$ cat src/rtl/heading_pid_with_settle_defines.svh
// Assertion helpers used by heading_pid_with_settle.sv. Each expects clk and rst in scope.
`ifndef HEADING_PID_WITH_SETTLE_DEFINES_SVH
`define HEADING_PID_WITH_SETTLE_DEFINES_SVH

// Condition holds at every clock edge outside reset.
`define HPS_ASSERT_HOLDS(name, cond, msg) \
  name: assert property (@(posedge clk) disable iff (rst) (cond)) else $error(msg);

// Antecedent at one edge implies the consequent at the next edge.
`define HPS_ASSERT_NEXT(name, ante, cons, msg) \
  name: assert property (@(posedge clk) disable iff (rst) (ante) |=> (cons)) else $error(msg);

`endif

$ cat src/rtl/hps_pkg.sv
`default_nettype none

package hps_pkg;

  localparam int INTEGRATOR_LIMIT = 100000;
  localparam int FULL_TURN        = 36000;
  localparam int HALF_TURN        = 18000;
  localparam int Q_ONE            = 65536;
  localparam int ROUND_HALF       = 32768;

  localparam int PROD_W = 50;   // 32 x 18 signed product
  localparam int SUM_W  = 51;   // sum of three products with headroom
  localparam int ACC_W  = 18;

  typedef enum logic [2:0] {
    REG_PROP_GAIN,
    REG_INTEG_GAIN_DT,
    REG_DERIV_GAIN_PER_DT,
    REG_TARGET_HEADING,
    REG_SPEED_LIMIT,
    REG_SETTLE_TOLERANCE,
    REG_SETTLE_TICKS,
    REG_TICK_LIMIT
  } cfg_reg_t;

  typedef struct packed {
    logic signed [31:0] prop_gain;
    logic signed [31:0] integ_gain_dt;
    logic signed [31:0] deriv_gain_per_dt;
    logic [15:0]        target_heading;
    logic [13:0]        speed_limit;
    logic [14:0]        settle_tolerance;
    logic [7:0]         settle_ticks;
    logic [15:0]        tick_limit;
  } cfg_t;

  typedef enum logic [3:0] {
    STEP_FETCH,
    STEP_WRAP,
    STEP_ERR,
    STEP_INTEG,
    STEP_MUL_I,
    STEP_MUL_D,
    STEP_SUB,
    STEP_CLAMP,
    STEP_SCALE,
    STEP_EMIT,
    STEP_EMIT_IDLE
  } step_t;

  typedef enum logic [3:0] {
    OP_NOP,
    OP_FETCH,
    OP_WRAP,
    OP_ERR,
    OP_INTEG,
    OP_MUL_I,
    OP_MUL_D,
    OP_SUB,
    OP_CLAMP,
    OP_SCALE,
    OP_EMIT,
    OP_EMIT_IDLE
  } op_t;

  typedef enum logic [1:0] {
    HOLD_NONE,
    HOLD_NOACC,
    HOLD_OUTBUSY
  } hold_t;

  typedef enum logic [1:0] {
    JMP_NONE,
    JMP_IDLE,
    JMP_ALWAYS
  } jump_t;

  typedef struct packed {
    op_t   op;
    hold_t hold;
    jump_t jump;
    step_t target;
  } ctrl_t;

  typedef struct packed {
    logic               idle;
    logic               done;
    logic signed [14:0] left;
  } dp_status_t;

  // Control store: one word per step.
  function automatic ctrl_t ucode(step_t s);
    ctrl_t c;
    c = '{op: OP_NOP, hold: HOLD_NONE, jump: JMP_NONE, target: STEP_FETCH};
    case (s)
      STEP_FETCH:     c = '{OP_FETCH,     HOLD_NOACC,   JMP_NONE,   STEP_FETCH};
      STEP_WRAP:      c = '{OP_WRAP,      HOLD_NONE,    JMP_IDLE,   STEP_EMIT_IDLE};
      STEP_ERR:       c = '{OP_ERR,       HOLD_NONE,    JMP_NONE,   STEP_FETCH};
      STEP_INTEG:     c = '{OP_INTEG,     HOLD_NONE,    JMP_NONE,   STEP_FETCH};
      STEP_MUL_I:     c = '{OP_MUL_I,     HOLD_NONE,    JMP_NONE,   STEP_FETCH};
      STEP_MUL_D:     c = '{OP_MUL_D,     HOLD_NONE,    JMP_NONE,   STEP_FETCH};
      STEP_SUB:       c = '{OP_SUB,       HOLD_NONE,    JMP_NONE,   STEP_FETCH};
      STEP_CLAMP:     c = '{OP_CLAMP,     HOLD_NONE,    JMP_NONE,   STEP_FETCH};
      STEP_SCALE:     c = '{OP_SCALE,     HOLD_NONE,    JMP_NONE,   STEP_FETCH};
      STEP_EMIT:      c = '{OP_EMIT,      HOLD_OUTBUSY, JMP_ALWAYS, STEP_FETCH};
      STEP_EMIT_IDLE: c = '{OP_EMIT_IDLE, HOLD_OUTBUSY, JMP_ALWAYS, STEP_FETCH};
      default:        c.jump = JMP_ALWAYS;
    endcase
    return c;
  endfunction

  // Reduce a raw centidegree value into (-18000, 18000].
  function automatic logic signed [15:0] wrap_abs(logic [15:0] v);
    logic [16:0]        r;
    logic signed [17:0] s;
    r = {1'b0, v};
    if (v >= 16'(FULL_TURN)) begin
      r = r - 17'(FULL_TURN);
    end
    s = signed'({1'b0, r});
    if (s > $signed(18'(HALF_TURN))) begin
      s = s - $signed(18'(FULL_TURN));
    end
    return s[15:0];
  endfunction

endpackage

`default_nettype wire

$ cat src/rtl/heading_pid_with_settle.sv
`default_nettype none
//  channel  direction  handshake              payload
//  cfg      in         cfg_valid / cfg_ready  cfg_index[2:0], cfg_data[31:0]
//  in       in         in_valid / in_ready    heading[15:0], start_req
//  out      out        out_valid / out_ready  left_speed, right_speed, finished
//
//  An active tick runs a 10-step control program from request accept to the next
//  accept, with the 32 x 18 multiplier used in four passes. An idle tick (turn
//  ended, no start) runs only the fetch, wrap and idle emit steps.
//  The next request is taken once the result sits in the output register;
//  a stalled output holds the program at its emit step.
//  Reset sets the config registers to their listed values, clears out_valid and marks the turn ended.

module heading_pid_with_settle import hps_pkg::*; (
  input  logic               clk,
  input  logic               rst,
  input  logic               cfg_valid,
  output logic               cfg_ready,
  input  logic [2:0]         cfg_index,
  input  logic [31:0]        cfg_data,
  input  logic               in_valid,
  output logic               in_ready,
  input  logic [15:0]        heading,
  input  logic               start_req,
  output logic               out_valid,
  input  logic               out_ready,
  output logic signed [14:0] left_speed,
  output logic signed [14:0] right_speed,
  output logic               finished
);

`include "heading_pid_with_settle_defines.svh"

  cfg_t       cfg;
  step_t      pc;
  step_t      pc_next;
  ctrl_t      ctrl;
  dp_status_t status;
  logic [15:0] heading_q;
  logic        start_q;
  logic        in_fire;
  logic        emit_ok;
  logic        hold;
  logic        take;
  logic        emit_fire;

  assign cfg_ready = 1'b1;

  always_ff @(posedge clk) begin
    if (rst) begin
      cfg.prop_gain         <= '0;
      cfg.integ_gain_dt     <= '0;
      cfg.deriv_gain_per_dt <= '0;
      cfg.target_heading    <= '0;
      cfg.speed_limit       <= 14'd7000;
      cfg.settle_tolerance  <= 15'd100;
      cfg.settle_ticks      <= 8'd50;
      cfg.tick_limit        <= 16'd375;
    end else if (cfg_valid && cfg_ready) begin
      case (cfg_reg_t'(cfg_index))
        REG_PROP_GAIN:         cfg.prop_gain         <= cfg_data;
        REG_INTEG_GAIN_DT:     cfg.integ_gain_dt     <= cfg_data;
        REG_DERIV_GAIN_PER_DT: cfg.deriv_gain_per_dt <= cfg_data;
        REG_TARGET_HEADING:    cfg.target_heading    <= cfg_data[15:0];
        REG_SPEED_LIMIT:       cfg.speed_limit       <= cfg_data[13:0];
        REG_SETTLE_TOLERANCE:  cfg.settle_tolerance  <= cfg_data[14:0];
        REG_SETTLE_TICKS:      cfg.settle_ticks      <= cfg_data[7:0];
        REG_TICK_LIMIT:        cfg.tick_limit        <= cfg_data[15:0];
        default: begin
        end
      endcase
    end
  end

  // Sequencer: fetch the control word, then hold, jump or advance.
  assign ctrl     = ucode(pc);
  assign in_ready = (ctrl.hold == HOLD_NOACC);
  assign in_fire  = in_valid && in_ready;
  assign emit_ok  = !out_valid || out_ready;

  always_comb begin
    case (ctrl.hold)
      HOLD_NOACC:   hold = !in_fire;
      HOLD_OUTBUSY: hold = !emit_ok;
      default:      hold = 1'b0;
    endcase
    case (ctrl.jump)
      JMP_IDLE:   take = status.idle;
      JMP_ALWAYS: take = 1'b1;
      default:    take = 1'b0;
    endcase
  end

  always_comb begin
    if (hold) begin
      pc_next = pc;
    end else if (take) begin
      pc_next = ctrl.target;
    end else begin
      pc_next = step_t'(pc + 4'd1);
    end
  end

  always_ff @(posedge clk) begin
    if (rst) begin
      pc <= STEP_FETCH;
    end else begin
      pc <= pc_next;
    end
  end

  always_ff @(posedge clk) begin
    if (ctrl.op == OP_FETCH && in_fire) begin
      heading_q <= heading;
      start_q   <= start_req;
    end
  end

  hps_datapath u_datapath (
    .clk       (clk),
    .rst       (rst),
    .ctrl      (ctrl),
    .cfg       (cfg),
    .heading_q (heading_q),
    .start_q   (start_q),
    .status    (status)
  );

  assign emit_fire = ((ctrl.op == OP_EMIT) || (ctrl.op == OP_EMIT_IDLE)) && emit_ok;

  always_ff @(posedge clk) begin
    if (rst) begin
      out_valid <= 1'b0;
    end else if (emit_fire) begin
      out_valid <= 1'b1;
    end else if (out_ready) begin
      out_valid <= 1'b0;
    end
  end

  always_ff @(posedge clk) begin
    if (emit_fire) begin
      if (ctrl.op == OP_EMIT) begin
        left_speed  <= status.left;
        right_speed <= -status.left;
        finished    <= status.done;
      end else begin
        left_speed  <= '0;
        right_speed <= '0;
        finished    <= 1'b1;
      end
    end
  end

  `HPS_ASSERT_HOLDS(a_right_mirrors_left, !out_valid || right_speed == -left_speed, "right speed is not the negated left speed")
  `HPS_ASSERT_NEXT(a_accept_starts_program, in_valid && in_ready, pc == STEP_WRAP, "program did not start after request accept")
  `HPS_ASSERT_NEXT(a_emit_waits, pc == STEP_EMIT && out_valid && !out_ready, pc == STEP_EMIT, "emit step left while output slot was full")

endmodule

`default_nettype wire

$ cat src/rtl/hps_datapath.sv
`default_nettype none

module hps_datapath import hps_pkg::*; (
  input  logic         clk,
  input  logic         rst,
  input  ctrl_t        ctrl,
  input  cfg_t         cfg,
  input  logic [15:0]  heading_q,
  input  logic         start_q,
  output dp_status_t   status
);

  logic signed [15:0]        hw;
  logic signed [15:0]        tw;
  logic signed [15:0]        err;
  logic [15:0]               ad;
  logic signed [ACC_W-1:0]   acc;
  logic signed [15:0]        prev;
  logic signed [16:0]        diff;
  logic [7:0]                settle_cnt;
  logic [15:0]               elapsed;
  logic                      done_flag;
  logic signed [PROD_W-1:0]  prod;
  logic signed [SUM_W-1:0]   sum;
  logic signed [17:0]        tot;
  logic                      neg;

  logic signed [16:0]        err_raw;
  logic signed [16:0]        err_wrapped;
  logic signed [16:0]        hw_diff;
  logic [15:0]               ad_next;
  logic signed [ACC_W:0]     acc_sum;
  logic signed [ACC_W-1:0]   acc_next;
  logic signed [31:0]        mul_a;
  logic signed [17:0]        mul_b;
  logic signed [PROD_W-1:0]  product;
  logic signed [17:0]        tot_next;
  logic [16:0]               mag;
  logic [30:0]               rnd;
  logic [14:0]               mag_out;
  logic                      on_target;

  always_comb begin
    err_raw = 17'(tw) - 17'(hw);
    err_wrapped = err_raw;
    if (err_raw > $signed(17'(HALF_TURN))) begin
      err_wrapped = err_raw - $signed(17'(FULL_TURN));
    end else if (err_raw <= -$signed(17'(HALF_TURN))) begin
      err_wrapped = err_raw + $signed(17'(FULL_TURN));
    end
    hw_diff = 17'(hw) - 17'(tw);
    ad_next = (hw_diff < 0) ? 16'(-hw_diff) : 16'(hw_diff);
  end

  always_comb begin
    acc_sum = (ACC_W + 1)'(acc) + (ACC_W + 1)'(err);
    if (acc_sum > $signed((ACC_W + 1)'(INTEGRATOR_LIMIT))) begin
      acc_next = ACC_W'(INTEGRATOR_LIMIT);
    end else if (acc_sum < -$signed((ACC_W + 1)'(INTEGRATOR_LIMIT))) begin
      acc_next = -$signed(ACC_W'(INTEGRATOR_LIMIT));
    end else begin
      acc_next = acc_sum[ACC_W-1:0];
    end
  end

  assign on_target = (ad <= {1'b0, cfg.settle_tolerance});

  // One shared multiplier; the control word picks its operands.
  always_comb begin
    mul_a = cfg.prop_gain;
    mul_b = 18'(err);
    case (ctrl.op)
      OP_MUL_I: begin
        mul_a = cfg.integ_gain_dt;
        mul_b = acc;
      end
      OP_MUL_D: begin
        mul_a = cfg.deriv_gain_per_dt;
        mul_b = 18'(diff);
      end
      OP_SCALE: begin
        mul_a = signed'({15'd0, mag});
        mul_b = signed'({4'd0, cfg.speed_limit});
      end
      default: begin
        mul_a = cfg.prop_gain;
        mul_b = 18'(err);
      end
    endcase
  end

  assign product = mul_a * mul_b;

  always_comb begin
    if (sum > $signed(SUM_W'(Q_ONE))) begin
      tot_next = 18'(Q_ONE);
    end else if (sum < -$signed(SUM_W'(Q_ONE))) begin
      tot_next = -$signed(18'(Q_ONE));
    end else begin
      tot_next = sum[17:0];
    end
  end

  assign mag = neg ? 17'(-tot) : 17'(tot);

  // Round half away from zero on the magnitude.
  assign rnd     = prod[30:0] + 31'(ROUND_HALF);
  assign mag_out = rnd[30:16];

  always_ff @(posedge clk) begin
    if (rst) begin
      acc        <= '0;
      prev       <= '0;
      settle_cnt <= '0;
      elapsed    <= '0;
      done_flag  <= 1'b1;
    end else begin
      case (ctrl.op)
        OP_WRAP: begin
          hw <= wrap_abs(heading_q);
          tw <= wrap_abs(cfg.target_heading);
          if (start_q) begin
            acc        <= '0;
            prev       <= '0;
            settle_cnt <= '0;
            elapsed    <= '0;
            done_flag  <= 1'b0;
          end
        end
        OP_ERR: begin
          err <= err_wrapped[15:0];
          ad  <= ad_next;
        end
        OP_INTEG: begin
          acc  <= acc_next;
          diff <= 17'(err) - 17'(prev);
          prev <= err;
          prod <= product;
          if (elapsed != 16'hFFFF) begin
            elapsed <= elapsed + 16'd1;
          end
          if (on_target) begin
            if (settle_cnt != 8'hFF) begin
              settle_cnt <= settle_cnt + 8'd1;
            end
          end else begin
            settle_cnt <= '0;
          end
        end
        OP_MUL_I: begin
          sum       <= SUM_W'(prod);
          prod      <= product;
          done_flag <= (settle_cnt > cfg.settle_ticks) || (elapsed >= cfg.tick_limit);
        end
        OP_MUL_D: begin
          sum  <= sum + SUM_W'(prod);
          prod <= product;
        end
        OP_SUB: begin
          sum <= sum - SUM_W'(prod);
        end
        OP_CLAMP: begin
          tot <= tot_next;
          neg <= (sum < 0);
        end
        OP_SCALE: begin
          prod <= product;
        end
        default: begin
        end
      endcase
    end
  end

  assign status.idle = done_flag & ~start_q;
  assign status.done = done_flag;
  assign status.left = neg ? -signed'(mag_out) : signed'(mag_out);

endmodule

`default_nettype wire
$ cat config.mk
export PLATFORM = sky130hd
export DESIGN_NAME = heading_pid_with_settle
export DESIGN_NICKNAME = d
export VERILOG_FILES = /design/src/rtl/hps_pkg.sv /design/src/rtl/heading_pid_with_settle.sv /design/src/rtl/hps_datapath.sv
export VERILOG_INCLUDE_DIRS = /design/src /design/src/rtl
export SDC_FILE = /design/constraint.sdc
export NUM_CORES = 2
export LEC_CHECK = 0
export BUFFER_PORTS_ARGS = -buffer_cell sky130_fd_sc_hd__buf_2
export CORE_MARGIN = 2
export CORE_UTILIZATION = 50
export CTS_BUF_LIST = sky130_fd_sc_hd__clkbuf_16
export DETAILED_ROUTE_END_ITERATION = 8
export PLACE_DENSITY = 0.63
export SYNTH_ARGS = -nofsm -noshare
export SYNTH_HDL_FRONTEND = slang
export SYNTH_SLANG_ARGS = --single-unit
$ cat constraint.sdc
create_clock -name clk -period 24.2 [get_ports clk]
set_input_delay 2.42 -clock clk [delete_from_list [all_inputs] [get_ports clk]]
set_output_delay 2.42 -clock clk [all_outputs]
set_load 0.02 [all_outputs]
* Word-level counts from Yosys, hierarchy flattened *
Cells that the tools add are included.

word-level totals
  register bits = 477
  input port bits = 57

operators by class
  $add $sub $neg = 20
  $mul = 1
  order comparisons = 15
  equality and inequality tests = 37
  muxes and demuxes = 38
  bitwise logic cells = 3
  reductions and logical operators = 36

operators with widths
  operator                number
  $pmux 51 s3             1
  $mux 17                 7
  $mux 16                 7
  $pmux 32 s3             1
  $pmux 6 s11             1
  $pmux 16 s2             2
  $mux 18                 3
  $pmux 18 s3             1
  $add 51x50->51          1
  $gt 51x18->1 const B    1
  $lt 51x1->1 const B     1
  $lt 51x17->1 const B    1
  $sub 16x16->17          3
  $sub 51x50->51          1
  $mul 32x18->50          1
  $sub 16x16->16 const B  3
  $pmux 18 s2             1
  $gt 17x15->1 const B    2
  $sub 16x16->17 const B  2
  $eq 4x3->1 const B      8
  $ge 16x16->1 const B    2
  $reduce_and 2->1        16
  $add 31x16->31 const B  1
  $neg 15->15             2
  48 further kinds        81

* Longest topological paths before layout *
  depth after elaboration = 7
  mapped depth = 37
  mapped depth without buffers = 34

* Cells and area by module *
From an unflattened synthesis, not the netlist that was laid out.

second synthesis, totals
  cell total of the unflattened synthesis = 5674
  area total of the unflattened synthesis = 49209.7 sq um

modules (own cells, without submodules)
  module                   instances  cells each  area each (sq um)  seq. area each (sq um)
  hps_datapath             1          4758        41053.1            7156.9
  heading_pid_with_settle  1          916         8156.6             4814.6

* Worst setup path after synthesis *
No wires, ideal clock.

  path type = register to register
  start = register pc[0]
  end = register u_datapath.prod[49], data pin
  setup time = 0.260 ns
  arrival time = 8.689 ns
  required time = 23.940 ns
  path slack = 15.251 ns
  cell stages (with the launch flop) = 34
  clock period less this slack = 8.949 ns
  path through = dfxtp_1 > inv_1 > ha_1 > nor2_1 > or3_1 > clkbuf_1 > nor3_1 > buf_2 > buf_1 > a22oi_1 > nand2_1 > clkbuf_1 > nand2_1 > fa_1 > inv_1 > fa_1 > fa_1 > fa_1 > fa_1 > inv_1 > fa_1 > inv_1 > ha_1 > a21o_1 > a21o_1 > a21oi_1 > o221ai_1 > nor2_1 > a41oi_1 > a211o_1 > a221oi_1 > nand3_1 > a211o_1 > xnor2_1

on the way
  cells in the longest elaborated chain, start to end = 5
  elaborated cells on any way between the ends = 18
  classes of those cells = mul: 1; eq/ne: 13; mux: 3; reduce/logical: 1

ends and longest elaborated chain
  what                                        line                            text
  from (decl)                                 heading_pid_with_settle.sv:35   step_t pc;
  from (signal assigned)                      heading_pid_with_settle.sv:108  pc <= pc_next;
  $eq 4x4->1, or another cell as far along    hps_pkg.sv:95                   case (s)
  $pmux 6 s11 (*)                             hps_pkg.sv:95
  $eq 4x4->1 or $eq 4x3->1 (tied branches)    hps_datapath.sv:72              case (ctrl.op)
  $pmux 32 s3 or $pmux 18 s3 (tied branches)  hps_datapath.sv:72
  $mul 32x18->50 (*)                          hps_datapath.sv:92              assign product = mul_a * mul_b;
  net u_datapath.product[49]                  hps_datapath.sv:36              logic signed [PROD_W-1:0] product;
  to (signal assigned)                        hps_datapath.sv:138             prod <= product;
  to (signal assigned)                        hps_datapath.sv:152             prod <= product;
  to (signal assigned)                        hps_datapath.sv:157             prod <= product;
  to (decl)                                   hps_datapath.sv:23              logic signed [PROD_W-1:0] prod;

The timed path passes the listed nets; every way through them passes the cells marked *.
A chain may end at the register's enable or synchronous reset.

* Worst setup path after layout *
Same ends and word-level chain as after synthesis.

==> flow_summary.yaml <==
run_status:
  status: "finished clean"
yosys:
  async_flop_share_pct: 0
  synth-seq-cells: 475
  syn_area_um2: 48810
  ys_seq_area_share_pct: 24.53
  ys_types: 96
  synth_top_cell_area_share_pct: 22.89
  yosys.area.top_type: "fa_1"
  synth_area_leaders: "fa_1 (23%), edfxtp_1 (15%), dfxtp_1 (9.4%), ha_1 (7.8%), nand2_1 (7.1%)"
  synth_edf_count: 246
  yosys_warnings: 0
  syn_inst: 5632
  avgSynthCellArea_um2: 8.666
  syn_nets: 6550
  synth_flop_cell: "edfxtp_1"
sta:
  post-route-min-period_ps: 11470
  worst_pin_slew_ps: 1340
  fmax_mhz: 87.19
  period_share_pct: 47.39
  slew_headroom_pct: 10.04
  finalHoldViolations: 0
  rsz0062_at_grt: "false"
  setup_violations: 0
  fin_setup_tns_ps: 0
  drv_slew: 0
  finClkSkew_ps: 32.70
setup_path:
  path_class: "register to register"
  rrSetupSlack_ps: 12730
  crit_top_cell: "fa_1"
  critical_path.slowest_cell: "nor3_2"
  arrival_ps: 11830
  cpPeakStageDelay_ps: 800
  crit_required_ps: 24560
  worstPathMaxFanout: 87
  path_buf_inv: 7
  cp_top_family: "adder cells"
  endpoint_kind: "register"
  setup.worst_path.start_class: "register"
finish:
  nets: 6507
  final_area_um2: 52230
  syn2layout_area_growth_pct: 7.006
  regArea_um2: 11970
  drive_gt1_share_pct: 5.394
  diodes: 0
  multi_input_area_um2: 32960
  fillerInstances: 9040
drt:
  drt_first_pass_iters: 6
  drcViolationCount: 0
  vias_per_cell: 5.640
  num_vias: 38980
  drtAntennaViolNets: 0
  wl_per_cell_um: 20.04
  first_iter_violations: 3516
  finalWirelength_um: 138500
clocking:
  htree_num_levels: 2
  cts_max_path_buffers: 3
  clkLatencyLatePin_ps: 660
  clock-root-buffer: "clkbuf_16"
  cts_resized: 0
  post_cts_buffers: 0
  cts.sinks: 475
  hold_buffers: 0
  cts_tree: "yes"
  cts_buffers: 56
  path_clk_slew_ps: 60
global_route:
  antenna_found_initial: 0
  grt_overflow: 0
  grt_usage_pct: 28.16
  grt_max_degree: 110
  grt_pass1_vias: 38560
  grt_first_pass_wirelength_um: 219000
die:
  rows: 114
  die_h_um: 316.4
  coreArea_um2: 96710
  start_util_pct: 50.47
  die_area_um2: 100100
  die-width_um: 316.4
  io_pins: 91
placed_design:
  dpl_cell_area_um2: 50400
  port_buffers: 89
  place_congestion: 0.9279
  hpwl_um: 108100
hold_path:
  hold_path_class: "register to register"
pwr:
  powerDensity_nw_per_um2: 138.7
  ir_drop_uv: 171.3
  p_leak_uw: 0.02280
run:
  drv_cap: 0
## worst register-to-register path: cells and delay by family (launching register included)
kind / cells / cell delay, ps
flip-flops: 1 / 380
buffers and inverters: 7 / 1810
XOR/XNOR: 1 / 120
AO/OA/AOI/OAI: 9 / 2650
adder cells (fa/ha/maj): 8 / 3740
AND/OR/NAND/NOR: 9 / 2480
## cell usage after synthesis, drive strengths merged, types with 26 or more instances
master / number
a21o: 107
a21oi: 329
a22oi: 31
a31oi: 33
and2: 53
buf: 35
clkbuf: 210
dfxtp: 229
edfxtp: 246
fa: 558
ha: 303
inv: 801
nand2: 929
nand2b: 45
nand3: 81
nand3b: 26
nand4: 41
nor2: 468
nor2b: 51
nor3: 72
nor4: 30
o211ai: 28
o21a: 47
o21ai: 204
o31ai: 26
xnor2: 194
xor2: 113
## layer usage
metal	vias to the layer above	global-route usage (%)	part of all wire, %
met2	1338	44.26	45
met1	19060	39.62	45
met3	222	5.422	7.4
met4	0	8.276	3.1
met5	-	0	0
li1	18360	-	-
## cells by family (layout without fill, tap and decap cells)
group	Yosys count	count (layout)	share of synthesized area, %
simple gates	1903	1903	17.17
buf+inv	1047	1051	8.154
compound gates	1017	1017	13.50
fa+ha+maj	863	863	30.69
flops	475	475	24.53
xor+xnor	307	307	5.540
mux	19	19	0.4076
other cells	1	1	0.007683
## final timing paths
check,start,end,cells after the start
setup / recovery,pc[0],u_datapath.prod[49],34
hold / removal,heading_q[2],u_datapath.hw[2],0
setup reg to reg,pc[0],u_datapath.prod[49],34
hold reg to reg,heading_q[2],u_datapath.hw[2],0
## report_power, final
part | leakage [uW] | switching [uW] | internal [uW] | total [uW]
clock network | 0.000949 | 362 | 493 | 855
logic | 0.0179 | 3200 | 1960 | 5170
registers | 0.00398 | 110 | 1110 | 1220
## layout by cell type, fill, tap and decap left out, types with 52 or more instances in the layout
master | netlist | layout
a21o_1 | 107 | 107
a21oi_1 | 328 | 327
and2_1 | 52 | 52
buf_2 | 10 | 88
buf_4 | 3 | 55
clkbuf_16 | 0 | 59
dfxtp_1 | 229 | 229
edfxtp_1 | 246 | 246
fa_1 | 558 | 558
ha_1 | 303 | 303
inv_1 | 801 | 809
nand2_1 | 929 | 929
nand3_1 | 81 | 81
nor2_1 | 467 | 462
nor3_1 | 72 | 65
o21ai_0 | 186 | 181
xnor2_1 | 193 | 193
xor2_1 | 112 | 112
## cell type report
type | instances | share of cell area (%)
clock inverters | 46 | 0.6780
clock buffers | 59 | 2.827
well taps | 1276 | 3.057
multi-input cells | 4110 | 63.10
repair buffers | 144 | 1.655
flip-flops and latches | 475 | 22.92
inverters | 802 | 5.764
## registers in the layout, indices dropped and copies added (netlist names)
| name | count |
|---|---|
| cfg | 165 |
| u_datapath.sum | 51 |
| u_datapath.prod | 50 |
| u_datapath.acc | 18 |
| u_datapath.diff | 17 |
| u_datapath.tot | 17 |
| heading_q | 16 |
| u_datapath.ad | 16 |
| u_datapath.elapsed | 16 |
| u_datapath.hw | 16 |
| u_datapath.prev | 16 |
| u_datapath.tw | 16 |
| left_speed | 15 |
| u_datapath.err | 15 |
| right_speed | 14 |
| u_datapath.settle_cnt | 8 |
| pc | 4 |
| finished | 1 |
| out_valid | 1 |
| start_q | 1 |
| u_datapath.done_flag | 1 |
| u_datapath.neg | 1 |
## per-stage QoR
step	power [uW]	cells	worst slack [ps]	util [%]	hold WS (ps)
after floorplan	5025	5632	15250	-	426.8
after global placement	6304	6807	13050	52.11	436.6
after CTS	7250	6912	12800	54.01	453.0
final	7244	6912	12730	54.01	449.4
after detailed placement	6362	6807	12840	52.11	438.9
after global routing	7992	6912	12020	54.01	461.3
Power figures use the tool's default switching activity.
